--- src/rtl/lcs_pkg.sv ---
// ----------------------------------------------------------------------------
// lcs_pkg
// Shared widths, state codes and divider handshake types for the linear
// congruence solver.
// ----------------------------------------------------------------------------
`default_nettype none

package lcs_pkg;

  // Width of each operand field a, b and m.
  localparam int unsigned DW = 31;
  // Signed width of the Bezout coefficients; their magnitude stays below m.
  localparam int unsigned SW = DW + 2;
  // Width of the final product and of the divider's dividend.
  localparam int unsigned PW = 64;
  // Width of the signed solution field.
  localparam int unsigned SOL_W = 32;
  // Divider step counter, able to hold PW itself.
  localparam int unsigned CNT_W = $clog2(PW + 1);

  // Stream widths: fields packed from bit 0 up, padded to whole bytes.
  localparam int unsigned IN_TDATA_W  = ((3 * DW + 7) / 8) * 8;
  localparam int unsigned OUT_TDATA_W = ((SOL_W + 7) / 8) * 8;

  // Sequencer states, one-hot.
  typedef enum logic [9:0] {
    ST_IDLE    = 10'b00_0000_0001,
    ST_EUC_CHK = 10'b00_0000_0010,
    ST_EUC_DIV = 10'b00_0000_0100,
    ST_EUC_MUL = 10'b00_0000_1000,
    ST_EUC_UPD = 10'b00_0001_0000,
    ST_GCD_DIV = 10'b00_0010_0000,
    ST_FIN_MUL = 10'b00_0100_0000,
    ST_MOD_GO  = 10'b00_1000_0000,
    ST_MOD_DIV = 10'b01_0000_0000,
    ST_FIN     = 10'b10_0000_0000
  } lcs_state_e;

  // Request to the shared divider. A narrow request divides a DW-bit value
  // in DW steps; a wide request divides the full PW-bit dividend.
  typedef struct packed {
    logic          start;
    logic          wide;
    logic [PW-1:0] dividend;
    logic [DW-1:0] divisor;
  } lcs_div_req_t;

  // Divider result; quotient and remainder hold until the next start.
  typedef struct packed {
    logic          done;
    logic [PW-1:0] quotient;
    logic [DW-1:0] remainder;
  } lcs_div_rsp_t;

endpackage

`default_nettype wire

--- src/rtl/lcs_div.sv ---
// ----------------------------------------------------------------------------
// lcs_div
// Shared radix-2 restoring divider: one quotient bit per cycle, unsigned
// dividend of up to PW bits over a nonzero DW-bit divisor.
// ----------------------------------------------------------------------------
`default_nettype none

module lcs_div (
  input  wire logic                 clk_i,
  input  wire logic                 rst_ni,
  input  wire lcs_pkg::lcs_div_req_t req_i,
  output lcs_pkg::lcs_div_rsp_t      rsp_o
);

  logic                          busy_q, busy_d;
  logic                          done_q, done_d;
  logic [lcs_pkg::CNT_W-1:0]     cnt_q, cnt_d;
  logic [lcs_pkg::PW-1:0]        quo_q, quo_d;
  logic [lcs_pkg::DW-1:0]        rem_q, rem_d;
  logic [lcs_pkg::DW-1:0]        dvs_q, dvs_d;
  logic [lcs_pkg::DW:0]          trial;
  logic [lcs_pkg::DW:0]          diff;
  logic                          qbit;

  // One restoring step: shift in the next dividend bit and try a subtract.
  assign trial = {rem_q, quo_q[lcs_pkg::PW-1]};
  assign diff  = trial - {1'b0, dvs_q};
  assign qbit  = (trial >= {1'b0, dvs_q});

  // Load on start, otherwise step while busy.
  always_comb begin
    busy_d = busy_q;
    done_d = 1'b0;
    cnt_d  = cnt_q;
    quo_d  = quo_q;
    rem_d  = rem_q;
    dvs_d  = dvs_q;
    if (req_i.start) begin
      busy_d = 1'b1;
      dvs_d  = req_i.divisor;
      rem_d  = '0;
      if (req_i.wide) begin
        cnt_d = lcs_pkg::CNT_W'(lcs_pkg::PW);
        quo_d = req_i.dividend;
      end else begin
        // Align the narrow dividend to the top so its bits leave first.
        cnt_d = lcs_pkg::CNT_W'(lcs_pkg::DW);
        quo_d = {req_i.dividend[lcs_pkg::DW-1:0], {(lcs_pkg::PW - lcs_pkg::DW){1'b0}}};
      end
    end else if (busy_q) begin
      quo_d = {quo_q[lcs_pkg::PW-2:0], qbit};
      rem_d = qbit ? diff[lcs_pkg::DW-1:0] : trial[lcs_pkg::DW-1:0];
      cnt_d = cnt_q - lcs_pkg::CNT_W'(1);
      if (cnt_q == lcs_pkg::CNT_W'(1)) begin
        busy_d = 1'b0;
        done_d = 1'b1;
      end
    end
  end

  // Control state.
  always_ff @(posedge clk_i or negedge rst_ni) begin
    if (!rst_ni) begin
      busy_q <= 1'b0;
      done_q <= 1'b0;
      cnt_q  <= '0;
    end else begin
      busy_q <= busy_d;
      done_q <= done_d;
      cnt_q  <= cnt_d;
    end
  end

  // Datapath registers.
  always_ff @(posedge clk_i) begin
    quo_q <= quo_d;
    rem_q <= rem_d;
    dvs_q <= dvs_d;
  end

  assign rsp_o.done      = done_q;
  assign rsp_o.quotient  = quo_q;
  assign rsp_o.remainder = rem_q;

endmodule

`default_nettype wire

--- config.mk ---
export PLATFORM = sky130hd
export DESIGN_NAME = lcs_div
export DESIGN_NICKNAME = d
export VERILOG_FILES = /design/src/rtl/lcs_pkg.sv /design/src/rtl/lcs_div.sv
export SDC_FILE = /design/constraint.sdc
export NUM_CORES = 1
export LEC_CHECK = 0
export ABC_AREA = 1
export BUFFER_PORTS_ARGS = -buffer_cell sky130_fd_sc_hd__buf_2
export CORE_UTILIZATION = 30
export DETAILED_ROUTE_END_ITERATION = 6
export MAX_ROUTING_LAYER = met4
export PLACE_DENSITY = 0.47
export SYNTH_ARGS = -nofsm -noshare
export SYNTH_HDL_FRONTEND = slang
export SYNTH_SLANG_ARGS = --single-unit
export TNS_END_PERCENT = 1
--- constraint.sdc ---
create_clock -name clk_i -period 3.4 [get_ports clk_i]
set_input_delay 0.51 -clock clk_i [delete_from_list [all_inputs] [get_ports clk_i]]
set_output_delay 0.51 -clock clk_i [all_outputs]
set_load 0.01 [all_outputs]
==> out/qor.txt <==
Worst Hold End -> dvs_q[20]$_DFFE_PP_
GRT Residual Overflow -> 0
share of the synthesized area in the top cell type -> 34.1%
Area Overhead vs Synth -> 23.3%
DRC -> 0
reg2reg path depth -> 14
Final Util -> 37.9%
Ys Warns -> 0
vias in the first global route -> 7708
PD cells -> 670 nW/um^2
FFs w/ async S/R, synth -> 6.67%
Area contributors post-synth -> edfxtp_1 34%, nand2_1 18%, inv_1 9.6%, dfxtp_1 7.4%, ha_1 4.9%
Slew @ Worst Pin -> 0.843 ns
Maximum Capacitance Violations -> 0
top cell type by total area after synthesis -> edfxtp_1
Mapped Cells -> 1123
Min-Delay Startpoint -> req_i[20]
H-Tree Depth -> 4
Starting DRT DRC Count -> 384
worst path required time -> 3.67 ns
CORE AREA -> 27200 um^2
Overall Global Routing Usage -> 19.1%
fin crit share -> 79.0%
worst skew pair latency -> 0.44 ns
post-route ant nets -> 0
Peak VDD IR -> 342 uV
Detailed Place HPWL -> 19.2 mm
RR Startpoint -> quo_q[63]$_DFFE_PP_
clock skew -> 0.0192 ns
crit start category -> register
fmax -> 0.372 GHz
Yosys cell types -> 38
Clock Path Buffers -> 2
largest net degree at the start of global routing -> 68
I/O Pins -> 195
leakage -> 5.42 nW
commonest non-fill, non-tap cell in the layout -> nand2_1
drt pass-1 iters -> 5
number of synthesized flops with an enable pin -> 95
Placer Congestion -> 0.899
r2r setup slk -> 0.72 ns
FP Rows -> 60
sequential share of the synthesized area -> 44.2%
PortBufs -> 194
vias -> 7597
r2r endpoint -> quo_q[0]$_DFFE_PP_
Worst Path Arrival -> 2.95 ns
Num CTS Buffers -> 17
prevailing post-synth register cell -> edfxtp_1
Final Hold Fails -> 0
global-route wire length before repair -> 40.7 mm
hold path cells -> 1
Post-layout nets -> 1445
DRT Wirelength -> 25.4 mm
Hold Path Class -> input port to register
Die X -> 169 um
CTS tree -> yes
Yosys reg bits -> 135
vias per inst -> 4.47
WL per Instance -> 14.9 um
# resized after CTS -> 0
Die H -> 169 um
Slew headroom -> 43.8%
setup TNS -> 0 ns
clk sinks -> 135
# setup viols final -> 0
Final min period -> 2.68 ns
die area -> 28500 um^2
Setup CP Type -> register to register
RSZ-0062 raised after global routing -> no
FILL cells -> 2990
most frequent cells in the layout -> 412 x nand2_1, 212 x inv_1, 194 x buf_2
share of layout cells above drive strength 1 -> 19.1%
sequential cell area -> 3700 um^2
peak fanout along the critical path -> 32
syn_area_per_cell -> 7.45 um^2
Clock Root Buffer -> clkbuf_16
outcome -> finished, final reports clean
Initial Util -> 30.8%
syn nets -> 1256
clk slew on worst S/H paths -> 0.07 ns
multi-input logic area -> 3670 um^2
Final Slew Violations -> 0
crit path capture type -> register
Synth Cell Area -> 8360 um^2
initial antenna violation count -> 4
## critical path, stage by stage, from the launching register on
cell,delay (ns)
edfxtp_1,0.33
inv_1,0.05
ha_1,0.22
fa_1,0.41
inv_1,0.11
nand2_1,0.06
nand2_1,0.07
nand3_1,0.08
nand2_2,0.12
nand2_2,0.07
nand3_2,0.08
nand2_4,0.23
nand2_4,0.44
nand2_1,0.10
o21ai_0,0.12
## cell families after synthesis
group | count (synthesis) | share of synthesized area (%)
and+or+nand+nor | 583 | 29.4
DFF | 135 | 44.2
adders and majority gates | 34 | 5.18
xor gates and xnor gates | 18 | 1.89
AOI/OAI and AO/OA | 101 | 7.35
buffers and inverters | 252 | 11.9
## worst max-delay path by stage
stage	start	end	slack, ns	depth (start not counted)
2_1_floorplan	req_i[96]	quo_q[0]$_DFFE_PP_	0.29	3
3_3_place_gp	quo_q[63]$_DFFE_PP_	rem_q[0]$_SDFFE_PP0P_	0.77	15
3_5_place_dp	quo_q[63]$_DFFE_PP_	rem_q[1]$_SDFFE_PP0P_	0.71	15
4_1_cts	quo_q[63]$_DFFE_PP_	rem_q[1]$_SDFFE_PP0P_	0.71	15
5_1_grt	dvs_q[0]$_DFFE_PP_	rem_q[9]$_SDFFE_PP0P_	0.47	14
6_report	quo_q[63]$_DFFE_PP_	quo_q[0]$_DFFE_PP_	0.72	14
## cell type report
class	count	share of cell area [%]
Antenna cell	4	0.0971
Clock buffer	17	4.13
Clock inverter	15	1.58
Inverter	219	7.97
Multi-Input combinational cell	736	35.6
Sequential cell	135	35.9
Tap cell	372	4.51
Timing Repair Buffer	203	10.2
## sequential cells by signal (all words and copies together) (netlist names)
| register | flops |
|---|---|
| busy_q | 1 |
| quo_q | 64 |
| cnt_q | 7 |
| rem_q | 31 |
| dvs_q | 31 |
| done_q | 1 |
## report_power, final
part / switching [mW] / leakage [nW] / total (mW) / internal [mW]
Clock: 0.837 / 0.283 / 1.88 / 1.04
Combinational: 1.75 / 3.74 / 2.77 / 1.01
Sequential: 0.198 / 1.39 / 2.26 / 2.06
Total: 2.79 / 5.42 / 6.91 / 4.12
## stage by stage
stage                     area, um^2  instances  hold slack, ns  setup WS, ns  power, mW
final                          10300       1701           0.243         0.715       6.91
after global routing           10300       1701           0.225         0.467       7.47
after CTS                      10300       1697           0.223         0.709       7.01
after detailed placement        9700       1664           0.377         0.707       5.09
after global placement          9700       1664           0.382         0.766       5.08
after floorplan                 8360       1123           0.214         0.290       4.24
## per-layer routing
metal	share of wire [%]	wire length [um]	global-route usage, %
met5	0	0	-
met4	1.1	284	4.39
met3	7.4	1880	5.78
met1	45	11300	22.7
met2	47	11900	31.5
## what timing repair did
| action | CTS | global route |
|---|---|---|
| setup buffers | 0 | 0 |
| endpoints found under the hold margin | 9 | 0 |
| hold buffers | 1 | 0 |
## synth_stat cells, types with 9 or more instances
| library cell | number |
|---|---|
| dfxtp_1 | 31 |
| dfrtp_1 | 9 |
| nand3b_1 | 16 |
| nor2_1 | 45 |
| nand3_1 | 74 |
| nand2_1 | 412 |
| clkbuf_1 | 19 |
| xnor2_1 | 14 |
| edfxtp_1 | 95 |
| o21ai_1 | 10 |
| o21ai_0 | 36 |
| a21oi_1 | 14 |
| inv_1 | 213 |
| ha_1 | 33 |
| o211ai_1 | 33 |
Power figures use the tool's default switching activity.
